File: src/rtl/rwsp_pkg.sv
// Shared types and constants of the RIFF/WAVE stream parser.
`default_nettype none

package rwsp_pkg;

    typedef enum logic [2:0] {
        PH_HEADER,
        PH_CHDR,
        PH_FMT,
        PH_DATA,
        PH_SMPL,
        PH_SKIP,
        PH_PAD,
        PH_DONE
    } phase_t;

    localparam logic [31:0] TAG_RIFF = 32'h4646_4952;
    localparam logic [31:0] TAG_WAVE = 32'h4556_4157;
    localparam logic [31:0] TAG_FMT  = 32'h2074_6D66;
    localparam logic [31:0] TAG_DATA = 32'h6174_6164;
    localparam logic [31:0] TAG_SMPL = 32'h6C70_6D73;

    localparam logic [15:0] FMT_PCM = 16'd1;
    localparam logic [31:0] SMPL_MIN_SIZE = 32'd36;
    localparam logic [32:0] CONSUMED_MAX = 33'h1_FFFF_FFFF;

    localparam logic [1:0] KIND_SAMPLE = 2'd0;
    localparam logic [1:0] KIND_FORMAT = 2'd1;
    localparam logic [1:0] KIND_LOOP   = 2'd2;
    localparam logic [1:0] KIND_STATUS = 2'd3;

    localparam logic [1:0] ST_OK         = 2'd0;
    localparam logic [1:0] ST_BAD_HEADER = 2'd1;
    localparam logic [1:0] ST_MISSING    = 2'd2;

    localparam int unsigned FIFO_DEPTH = 4;
    localparam int unsigned FIFO_AW = $clog2(FIFO_DEPTH);

    typedef struct packed {
        logic [1:0]  kind;
        logic [24:0] sample;
        logic [31:0] sample_rate;
        logic [15:0] channels;
        logic [15:0] bit_depth;
        logic [31:0] loop_start;
        logic [31:0] loop_end;
        logic        has_loop;
        logic [1:0]  status;
        logic        last;
    } res_t;

endpackage

`default_nettype wire

File: src/rtl/riff_wave_stream_parser_unit.sv
// RIFF/WAVE byte stream parser: header check, chunk walk, fmt/smpl reports, PCM samples.
//
// Usage: file bytes enter on the request channel (in_valid/in_ready, in_byte,
// end_of_stream set on the final byte). Results leave on the result channel
// (out_valid/out_ready): kind selects a mono Q1.24 sample, the PCM format,
// the first sampler loop or the final status; unused fields read zero and
// last marks the final result caused by one request.
// Each request is parsed in the cycle it is accepted; its results are
// written into a four-entry result queue whose head drives the outputs.
// Throughput: one request per cycle while the receiver takes every result and
// each request yields at most one result; a request that yields two results
// (sample or report plus status) leaves two queue entries. in_ready is high
// while the queue has room for two results, so a stalled receiver stops intake
// once three or four results wait, and no result is ever lost or repeated.
// Reset: the parser returns to the header phase with its state registers clear and
// the result queue empty; the pending fmt/smpl fields and the frame are not reset.
// The end_of_stream request returns the parser to that state after its status result.
`default_nettype none

module riff_wave_stream_parser_unit (
    input  logic               clk,
    input  logic               rst_n,
    input  logic               in_valid,
    output logic               in_ready,
    input  logic [7:0]         in_byte,
    input  logic               end_of_stream,
    output logic               out_valid,
    input  logic               out_ready,
    output logic [1:0]         kind,
    output logic signed [24:0] sample,
    output logic [31:0]        sample_rate,
    output logic [15:0]        channels,
    output logic [15:0]        bit_depth,
    output logic [31:0]        loop_start,
    output logic [31:0]        loop_end,
    output logic               has_loop,
    output logic [1:0]         status,
    output logic               last
);
    import rwsp_pkg::*;

    phase_t            phase_reg, phase_next;
    logic [5:0]        idx_reg, idx_next;
    logic [31:0]       tag_reg, tag_next;
    logic [31:0]       fasm_reg, fasm_next;
    logic [32:0]       riff_end_reg, riff_end_next;
    logic [32:0]       consumed_reg, consumed_next;
    logic [31:0]       remaining_reg, remaining_next;
    logic              pad_reg, pad_next;
    logic              fmt_seen_reg, fmt_seen_next;
    logic              data_seen_reg, data_seen_next;
    logic [15:0]       ch_reg, ch_next;
    logic [15:0]       depth_reg, depth_next;
    logic              failed_reg, failed_next;
    logic [15:0]       pend_ch_reg, pend_ch_next;
    logic [31:0]       pend_rate_reg, pend_rate_next;
    logic [31:0]       pend_ls_reg, pend_ls_next;
    logic              loop_nz_reg, loop_nz_next;
    logic [5:0][7:0]   frame_reg, frame_next;

    res_t                      fifo_reg [FIFO_DEPTH];
    logic [FIFO_AW-1:0]        wr_ptr_reg, wr_ptr_next;
    logic [FIFO_AW-1:0]        rd_ptr_reg, rd_ptr_next;
    logic [FIFO_AW:0]          count_reg, count_next;

    logic              accept;
    logic              pop;
    logic [31:0]       byte_lane;
    logic [31:0]       fa;
    logic [31:0]       rem;
    logic              r0_valid;
    res_t              r0;
    res_t              r1;
    res_t              e0;
    logic [1:0]        push_n;
    logic [5:0][7:0]   frame_cur;
    logic [2:0]        flen_m1;
    logic              is16;
    logic              stereo;
    logic signed [15:0] s16a, s16b;
    logic signed [23:0] s24a, s24b;
    logic [16:0]       sum16;
    logic [24:0]       sum24;
    logic [24:0]       smp;
    res_t              head;

    assign accept    = in_valid && in_ready;
    assign pop       = out_valid && out_ready;
    assign in_ready  = (count_reg <= (FIFO_AW+1)'(FIFO_DEPTH - 2));
    assign out_valid = (count_reg != '0);
    assign byte_lane = {24'd0, in_byte} << {idx_reg[1:0], 3'b000};

    // Frame assembly and sample scaling
    always_comb
    begin
        frame_cur = frame_reg;
        if (idx_reg[2:0] < 3'd6)
        begin
            frame_cur[idx_reg[2:0]] = in_byte;
        end
        is16   = (depth_reg == 16'd16);
        stereo = (ch_reg == 16'd2);
        case ({is16, stereo})
            2'b10:   flen_m1 = 3'd1;
            2'b11:   flen_m1 = 3'd3;
            2'b00:   flen_m1 = 3'd2;
            default: flen_m1 = 3'd5;
        endcase
        s16a  = {frame_cur[1], frame_cur[0]};
        s16b  = {frame_cur[3], frame_cur[2]};
        s24a  = {frame_cur[2], frame_cur[1], frame_cur[0]};
        s24b  = {frame_cur[5], frame_cur[4], frame_cur[3]};
        sum16 = {s16a[15], s16a} + {s16b[15], s16b};
        sum24 = {s24a[23], s24a} + {s24b[23], s24b};
        case ({is16, stereo})
            2'b10:   smp = {s16a, 9'd0};
            2'b11:   smp = {sum16, 8'd0};
            2'b00:   smp = {s24a, 1'b0};
            default: smp = sum24;
        endcase
    end

    // Parser next state and results
    always_comb
    begin
        phase_next     = phase_reg;
        idx_next       = idx_reg;
        tag_next       = tag_reg;
        fasm_next      = fasm_reg;
        riff_end_next  = riff_end_reg;
        consumed_next  = consumed_reg;
        remaining_next = remaining_reg;
        pad_next       = pad_reg;
        fmt_seen_next  = fmt_seen_reg;
        data_seen_next = data_seen_reg;
        ch_next        = ch_reg;
        depth_next     = depth_reg;
        failed_next    = failed_reg;
        pend_ch_next   = pend_ch_reg;
        pend_rate_next = pend_rate_reg;
        pend_ls_next   = pend_ls_reg;
        loop_nz_next   = loop_nz_reg;
        frame_next     = frame_reg;
        fa             = fasm_reg;
        rem            = remaining_reg;
        r0_valid       = 1'b0;
        r0             = '0;
        r1             = '0;
        if (accept)
        begin
            case (phase_reg)
                PH_HEADER:
                begin
                    fa = ((idx_reg[1:0] == 2'd0) ? 32'd0 : fasm_reg) | byte_lane;
                    fasm_next = fa;
                    if (idx_reg == 6'd3 && fa != TAG_RIFF)
                    begin
                        failed_next = 1'b1;
                        phase_next  = PH_DONE;
                    end
                    else if (idx_reg == 6'd7)
                    begin
                        riff_end_next = {1'b0, fa} + 33'd8;
                    end
                    else if (idx_reg == 6'd11)
                    begin
                        if (fa != TAG_WAVE)
                        begin
                            failed_next = 1'b1;
                            phase_next  = PH_DONE;
                        end
                        else
                        begin
                            phase_next = PH_CHDR;
                            fasm_next  = '0;
                        end
                    end
                    idx_next = (phase_next == PH_HEADER) ? idx_reg + 6'd1 : 6'd0;
                end
                PH_CHDR:
                begin
                    if (idx_reg == 6'd0 && consumed_reg >= riff_end_reg)
                    begin
                        phase_next = PH_DONE;
                    end
                    else
                    begin
                        if (idx_reg < 6'd4)
                        begin
                            tag_next = ((idx_reg == 6'd0) ? 32'd0 : tag_reg) | byte_lane;
                        end
                        else
                        begin
                            fa = ((idx_reg == 6'd4) ? 32'd0 : fasm_reg) | byte_lane;
                            fasm_next = fa;
                        end
                        idx_next = idx_reg + 6'd1;
                        if (idx_reg == 6'd7)
                        begin
                            remaining_next = fa;
                            pad_next       = fa[0];
                            idx_next       = '0;
                            fasm_next      = '0;
                            if (tag_reg == TAG_FMT)
                            begin
                                phase_next = PH_FMT;
                            end
                            else if (tag_reg == TAG_DATA && fmt_seen_reg &&
                                     (depth_reg == 16'd16 || depth_reg == 16'd24))
                            begin
                                data_seen_next = 1'b1;
                                phase_next = (ch_reg == 16'd1 || ch_reg == 16'd2) ?
                                             PH_DATA : PH_SKIP;
                            end
                            else if (tag_reg == TAG_SMPL && fa >= SMPL_MIN_SIZE)
                            begin
                                phase_next = PH_SMPL;
                            end
                            else
                            begin
                                phase_next = PH_SKIP;
                            end
                            if (fa == 32'd0)
                            begin
                                phase_next = PH_CHDR;
                            end
                        end
                    end
                end
                PH_PAD:
                begin
                    phase_next = PH_CHDR;
                    idx_next   = '0;
                end
                PH_FMT, PH_DATA, PH_SMPL, PH_SKIP:
                begin
                    rem = remaining_reg - 32'd1;
                    remaining_next = rem;
                    case (phase_reg)
                        PH_FMT:
                        begin
                            case (idx_reg)
                                6'd0:
                                begin
                                    fasm_next = {24'd0, in_byte};
                                end
                                6'd1:
                                begin
                                    fasm_next = {16'd0, in_byte, fasm_reg[7:0]};
                                    if ({in_byte, fasm_reg[7:0]} != FMT_PCM)
                                    begin
                                        phase_next = PH_SKIP;
                                    end
                                end
                                6'd2:
                                begin
                                    pend_ch_next = {8'd0, in_byte};
                                end
                                6'd3:
                                begin
                                    pend_ch_next = {in_byte, pend_ch_reg[7:0]};
                                end
                                6'd4, 6'd5, 6'd6, 6'd7:
                                begin
                                    pend_rate_next = ((idx_reg == 6'd4) ? 32'd0 : pend_rate_reg)
                                                     | byte_lane;
                                end
                                6'd14:
                                begin
                                    fasm_next = {24'd0, in_byte};
                                end
                                6'd15:
                                begin
                                    fasm_next      = {16'd0, in_byte, fasm_reg[7:0]};
                                    fmt_seen_next  = 1'b1;
                                    ch_next        = pend_ch_reg;
                                    depth_next     = {in_byte, fasm_reg[7:0]};
                                    r0_valid       = 1'b1;
                                    r0.kind        = KIND_FORMAT;
                                    r0.sample_rate = pend_rate_reg;
                                    r0.channels    = pend_ch_reg;
                                    r0.bit_depth   = {in_byte, fasm_reg[7:0]};
                                    phase_next     = PH_SKIP;
                                end
                                default:
                                begin
                                    fasm_next = fasm_reg;
                                end
                            endcase
                            idx_next = idx_reg + 6'd1;
                        end
                        PH_DATA:
                        begin
                            frame_next = frame_cur;
                            if (idx_reg == {3'd0, flen_m1})
                            begin
                                r0_valid  = 1'b1;
                                r0.kind   = KIND_SAMPLE;
                                r0.sample = smp;
                                idx_next  = '0;
                            end
                            else
                            begin
                                idx_next = idx_reg + 6'd1;
                            end
                        end
                        PH_SMPL:
                        begin
                            if (idx_reg >= 6'd28 && idx_reg <= 6'd31)
                            begin
                                loop_nz_next = ((idx_reg == 6'd28) ? 1'b0 : loop_nz_reg) |
                                               (in_byte != 8'd0);
                            end
                            else if (idx_reg >= 6'd40 && idx_reg <= 6'd43)
                            begin
                                pend_ls_next = ((idx_reg == 6'd40) ? 32'd0 : pend_ls_reg) |
                                               byte_lane;
                            end
                            else if (idx_reg >= 6'd44 && idx_reg <= 6'd47)
                            begin
                                fa = ((idx_reg == 6'd44) ? 32'd0 : fasm_reg) | byte_lane;
                                fasm_next = fa;
                                if (idx_reg == 6'd47)
                                begin
                                    if (loop_nz_reg)
                                    begin
                                        r0_valid      = 1'b1;
                                        r0.kind       = KIND_LOOP;
                                        r0.loop_start = pend_ls_reg;
                                        r0.loop_end   = fa;
                                        r0.has_loop   = 1'b1;
                                    end
                                    phase_next = PH_SKIP;
                                end
                            end
                            if (idx_reg == 6'd31 && !loop_nz_next)
                            begin
                                phase_next = PH_SKIP;
                            end
                            idx_next = idx_reg + 6'd1;
                        end
                        default:
                        begin
                            idx_next = idx_reg;
                        end
                    endcase
                    if (rem == 32'd0)
                    begin
                        phase_next = pad_reg ? PH_PAD : PH_CHDR;
                        idx_next   = '0;
                        fasm_next  = '0;
                    end
                end
                default:
                begin
                    phase_next = phase_reg;
                end
            endcase

            if (consumed_reg < CONSUMED_MAX)
            begin
                consumed_next = consumed_reg + 33'd1;
            end

            if (end_of_stream)
            begin
                r1.kind = KIND_STATUS;
                r1.last = 1'b1;
                if (failed_next || phase_next == PH_HEADER)
                begin
                    r1.status = ST_BAD_HEADER;
                end
                else if (!(fmt_seen_next && data_seen_next))
                begin
                    r1.status = ST_MISSING;
                end
                else
                begin
                    r1.status = ST_OK;
                end
                // drop all file state for the next file
                phase_next     = PH_HEADER;
                idx_next       = '0;
                tag_next       = '0;
                fasm_next      = '0;
                riff_end_next  = 33'd8;
                consumed_next  = '0;
                remaining_next = '0;
                pad_next       = 1'b0;
                fmt_seen_next  = 1'b0;
                data_seen_next = 1'b0;
                ch_next        = '0;
                depth_next     = '0;
                failed_next    = 1'b0;
            end
            else
            begin
                r0.last = 1'b1;
            end
        end
    end

    // Result queue
    always_comb
    begin
        e0          = r0_valid ? r0 : r1;
        push_n      = accept ? ({1'b0, r0_valid} + {1'b0, end_of_stream}) : 2'd0;
        wr_ptr_next = wr_ptr_reg + FIFO_AW'(push_n);
        rd_ptr_next = rd_ptr_reg + FIFO_AW'(pop);
        count_next  = count_reg + (FIFO_AW+1)'(push_n) - (FIFO_AW+1)'(pop);
    end

    always_ff @(posedge clk or negedge rst_n)
    begin
        if (!rst_n)
        begin
            phase_reg     <= PH_HEADER;
            idx_reg       <= '0;
            tag_reg       <= '0;
            fasm_reg      <= '0;
            riff_end_reg  <= 33'd8;
            consumed_reg  <= '0;
            remaining_reg <= '0;
            pad_reg       <= 1'b0;
            fmt_seen_reg  <= 1'b0;
            data_seen_reg <= 1'b0;
            ch_reg        <= '0;
            depth_reg     <= '0;
            failed_reg    <= 1'b0;
            wr_ptr_reg    <= '0;
            rd_ptr_reg    <= '0;
            count_reg     <= '0;
        end
        else
        begin
            phase_reg     <= phase_next;
            idx_reg       <= idx_next;
            tag_reg       <= tag_next;
            fasm_reg      <= fasm_next;
            riff_end_reg  <= riff_end_next;
            consumed_reg  <= consumed_next;
            remaining_reg <= remaining_next;
            pad_reg       <= pad_next;
            fmt_seen_reg  <= fmt_seen_next;
            data_seen_reg <= data_seen_next;
            ch_reg        <= ch_next;
            depth_reg     <= depth_next;
            failed_reg    <= failed_next;
            wr_ptr_reg    <= wr_ptr_next;
            rd_ptr_reg    <= rd_ptr_next;
            count_reg     <= count_next;
        end
    end

    always_ff @(posedge clk)
    begin
        pend_ch_reg   <= pend_ch_next;
        pend_rate_reg <= pend_rate_next;
        pend_ls_reg   <= pend_ls_next;
        loop_nz_reg   <= loop_nz_next;
        frame_reg     <= frame_next;
        if (push_n != 2'd0)
        begin
            fifo_reg[wr_ptr_reg] <= e0;
        end
        if (push_n == 2'd2)
        begin
            fifo_reg[wr_ptr_reg + FIFO_AW'(1)] <= r1;
        end
    end

    assign head        = fifo_reg[rd_ptr_reg];
    assign kind        = head.kind;
    assign sample      = head.sample;
    assign sample_rate = head.sample_rate;
    assign channels    = head.channels;
    assign bit_depth   = head.bit_depth;
    assign loop_start  = head.loop_start;
    assign loop_end    = head.loop_end;
    assign has_loop    = head.has_loop;
    assign status      = head.status;
    assign last        = head.last;

endmodule

`default_nettype wire
File: config.mk
export PLATFORM = sky130hd
export DESIGN_NAME = riff_wave_stream_parser_unit
export DESIGN_NICKNAME = d
export VERILOG_FILES = /design/src/rtl/rwsp_pkg.sv /design/src/rtl/riff_wave_stream_parser_unit.sv
export SDC_FILE = /design/constraint.sdc
export NUM_CORES = 2
export LEC_CHECK = 0
export BUFFER_PORTS_ARGS = -buffer_cell sky130_fd_sc_hd__buf_2
export CAP_MARGIN = 20
export CORE_MARGIN = 2
export CORE_UTILIZATION = 28
export CTS_CLUSTER_SIZE = 12
export DETAILED_ROUTE_END_ITERATION = 8
export SLEW_MARGIN = 0
export SYNTH_ARGS = -nofsm -noshare
export SYNTH_HDL_FRONTEND = slang
export SYNTH_SLANG_ARGS = --single-unit
export TNS_END_PERCENT = 10
File: constraint.sdc
create_clock -name clk -period 6.3 [get_ports clk]
set_input_delay 0 -clock clk [delete_from_list [all_inputs] [get_ports clk]]
set_output_delay 0 -clock clk [all_outputs]
set_load 0.02 [all_outputs]
==> impl_metrics.csv <==
group,metric,value,unit
detailed_routing,wl_met3,12600,microns
detailed_routing,top_layer_used,"met5",
cts,clk_pin_slew,0.07,ns
yosys,yosys.area_share.simple,13.7,%
placement,gp_congestion,0.966,
detailed_routing,wl_met2,70000,microns
flow_run,cap_violations,0,
detailed_routing,viasPerCell,5.65,
grt,grt_max_degree,163,
detailed_routing,drc,0,
placement,dp_hpwl,103000,microns
yosys,synth_compound_area_share,20.5,%
timing,hold_ws,-0.0178,ns
cts,htreeDepth,3,
grt,track_usage,18.5,%
yosys,muxShareOfSynthArea,9.30,%
cells_and_area,finalCoreUtilization,32.3,%
yosys,synth_top_cell_area_share,26.9,%
cts,ctsRootBufferMaster,"clkbuf_16",
yosys,postSynthAreaPerCell,10.2,sq um
cells_and_area,nFillCells,16600,
yosys,postSynth.asyncResetShare,21.9,%
timing,min_period,5.78,ns
power,leakage,0.0200,uW
yosys,yosys.area.top_type,"dfxtp_1",
grt,grt-ovfl-total,0,
cells_and_area,drive_gt1_share,15.2,%
timing,tightest_slew,1.09,ns
timing,max_freq,173,MHz
die,die_w,409,microns
setup_path,cp_top_family,"simple AND/OR/NAND/NOR gates",
yosys,synthAdderAreaFrac,2.64,%
detailed_routing,dr.pass1.iters,8,
detailed_routing,routed_wl,160000,microns
setup_path,worst-path-max-fanout,66,
cts,cts_buffers,102,
grt,grt_pass1_wl,238000,microns
cts,cts_num_sinks,979,
timing,slew_headroom,27.6,%
die,die_area,0.167,sq mm
cells_and_area,design_area,0.0525,sq mm
setup_path,cp_slowest_cell,"buf_4",
detailed_routing,drt.antenna.violating_nets,0,
cts,clock_latency,0.75,ns
run_status,violations,"negative hold slack",
power,cellPowerDensity,385,mW/mm^2
cells_and_area,synthToLayoutAreaGrowth,14.4,%
placement,port_buffers,173,
yosys,syn-num-nets,4603,
run_status,outcome,"finished, violations left",
yosys,synth_top_family_by_area,"compound AO/OA/AOI/OAI gates",
grt,grt_pass1_vias,36400,
die,placementRows,148,
yosys,synth-edff-count,149,
timing,clock_skew,0.0425,ns
power,totalPowerFinal,20200,uW
cells_and_area,final_nets,4611,
setup_path,cp_common_cell,"nand2_1",
yosys,synthXorXnorAreaFrac,1.62,%
yosys,yosys_warnings,0,
setup_path,crit_type,"register to register",
die,pin_count,174,
setup_path,r2r_slack,0.52,ns
detailed_routing,vias,38200,
yosys,synth_area_leaders,"dfxtp_1 (27%), dfrtp_1 (12%), edfxtp_1 (9.7%)",
die,die_height,409,microns
yosys,ys_types,89,
setup_path,crit_path_cell_trace,"nor4_1 -> nand4_1 -> nor3b_1 -> buf_4 -> inv_1 -> ha_1 -> xnor2_1 -> nor4_1 -> nand2_1 -> o2bb2ai_1 -> nand2_1 -> inv_1 -> ha_1 -> o21ai_1 -> nor2b_4 -> buf_4 -> nand2_1 -> o31ai_1",
timing,setup_viol,0,
yosys,syn_inst,4495,
detailed_routing,dr.first_iter.drc_count,4458,
setup_path,critical-path-max-stage-delay,0.71,ns
timing,rsz0062_at_grt,"false",
detailed_routing,wl_met1,71700,microns
grt,antenna_found_initial,8,
yosys,ys.flop_type,"dfxtp_1",
setup_path,crit_path_start_kind,"register",
detailed_routing,wire_per_inst,23.6,microns
die,core_area,0.163,sq mm
setup_path,crit_path_end_kind,"register",
yosys,synth-seq-cells,979,
cts,cts_tree,"built",
hold_path,hold_path.class,"input port to asynchronous set/reset pin",
power,ir_worst_vdd,0.275,mV
cts,max-clock-path-buffers,3,
die,start_util,28.2,%
placement,place_area,0.0491,sq mm
setup_path,critPathArrivalTime,6.41,ns
yosys,seq_area_frac_synth,48.3,%
cells_and_area,largest_register_ffs,636,
yosys,netlist_area,0.0459,sq mm
timing,period_share,91.8,%
timing,final-hold-violation-count,4,
setup_path,required,6.93,ns
timing,maxSlewViolCount,0,
timing,tns,0,ns
setup_path,worst-path-buf-inv,4,
-- final timing paths --
check	from	cells past startpoint	to
setup / recovery	ch_reg[3]	18	fifo_reg[2][155]
hold / removal	rst_n	2	fasm_reg[27]
setup reg to reg	ch_reg[3]	18	fifo_reg[2][155]
hold reg to reg	fifo_reg[3][4]	2	fifo_reg[3][4]
max in group asynchronous	rst_n	3	tag_reg[4]
min in group clk	out_ready	4	rd_ptr_reg[0]
-- layout by cell type, fill, tap and decap left out, types with 24 or more instances in the layout --
| master | netlist | routed |
|---|---|---|
| a21o_1 | 25 | 25 |
| a21oi_1 | 132 | 132 |
| a221oi_1 | 34 | 34 |
| a22o_1 | 208 | 208 |
| a32o_1 | 259 | 259 |
| and2_1 | 28 | 24 |
| and3_1 | 27 | 27 |
| buf_2 | 12 | 172 |
| buf_4 | 0 | 81 |
| clkbuf_1 | 322 | 42 |
| clkbuf_16 | 0 | 105 |
| dfrtp_1 | 213 | 211 |
| dfxtp_1 | 616 | 616 |
| edfxtp_1 | 149 | 149 |
| ha_1 | 92 | 92 |
| inv_1 | 93 | 93 |
| mux2_2 | 54 | 54 |
| mux4_2 | 159 | 159 |
| nand2_1 | 664 | 661 |
| nand2b_1 | 31 | 31 |
| nand3_1 | 86 | 84 |
| nand4_1 | 33 | 33 |
| nor2_1 | 193 | 188 |
| nor2b_1 | 34 | 33 |
| nor3_1 | 54 | 50 |
| nor4_1 | 36 | 34 |
| o21ai_0 | 434 | 434 |
| o31ai_1 | 28 | 28 |
| or3_1 | 27 | 26 |
| xnor2_1 | 43 | 43 |
| xor2_1 | 42 | 42 |
-- logic make-up (layout without fill, tap and decap cells) --
| logic type | after synthesis | after routing |
|---|---|---|
| AO/OA/AOI/OAI | 1307 | 1307 |
| XOR/XNOR | 85 | 85 |
| adder cells (fa/ha/maj) | 95 | 95 |
| buffers and inverters | 473 | 563 |
| flip-flops | 979 | 979 |
| multiplexers | 221 | 221 |
| other | 0 | 4 |
| AND/OR/NAND/NOR | 1335 | 1335 |
-- repair_timing --
item | CTS | global route
hold buffers | 12 | 0
endpoints found under the hold margin | 154 | 0
gates resized for setup | 0 | 0
buffers inserted | 0 | 0
-- routing by layer --
metal | global-route usage [%] | vias to the layer above
met5 | 0 | -
met4 | 6.60 | 2
met3 | 3.08 | 285
met2 | 27.7 | 1656
met1 | 26.5 | 19300
li1 | - | 16900
-- metrics by stage --
step | setup slack (ns) | cells
2_1_floorplan | 0.960 | 4495
3_3_place_gp | 0.849 | 6557
3_5_place_dp | 0.630 | 6557
4_1_cts | 0.565 | 6755
5_1_grt | 0.179 | 6761
6_report | 0.516 | 6764
-- synthesized netlist by cell type, drive strengths merged (42+ instances only) --
master,number
a21oi,134
a22o,208
a32o,259
buf,56
clkbuf,323
dfrtp,213
dfxtp,616
edfxtp,149
ha,92
inv,93
mux2,54
mux4,159
nand2,664
nand3,86
nor2,193
nor3,54
o21ai,442
xnor2,43
xor2,42
-- power by group --
group          switching, uW  leakage, uW  total [uW]  internal (uW)
sequential               645      0.00916        7310           6660
clock                   2660      0.00159        5990           3330
combinational           4660      0.00926        6910           2250
-- worst reg2reg max path, stage by stage (launching register included) --
cell       delay (ns)
dfrtp_1          0.37
nor4_1           0.34
nand4_1          0.21
nor3b_1          0.29
buf_4            0.19
inv_1            0.08
ha_1             0.21
xnor2_1          0.12
nor4_1           0.59
nand2_1          0.25
o2bb2ai_1        0.38
nand2_1          0.18
inv_1            0.09
ha_1             0.29
o21ai_1          0.33
nor2b_4          0.21
buf_4            0.71
nand2_1          0.56
o31ai_1          0.32
-- area by class of cell --
class                      instances  area [sq um]  share of cell area [%]
timing repair buffer             283          1940                    3.70
inverter                          94           353                   0.672
multi-input combinational       3043         22100                    42.0
antenna                            4          10.0                  0.0191
clock buffer                     160          2960                    5.63
clock inverter                    26           310                   0.591
tap                             2175          2720                    5.18
sequential                       979         22200                    42.2
Power figures use the tool's default switching activity.
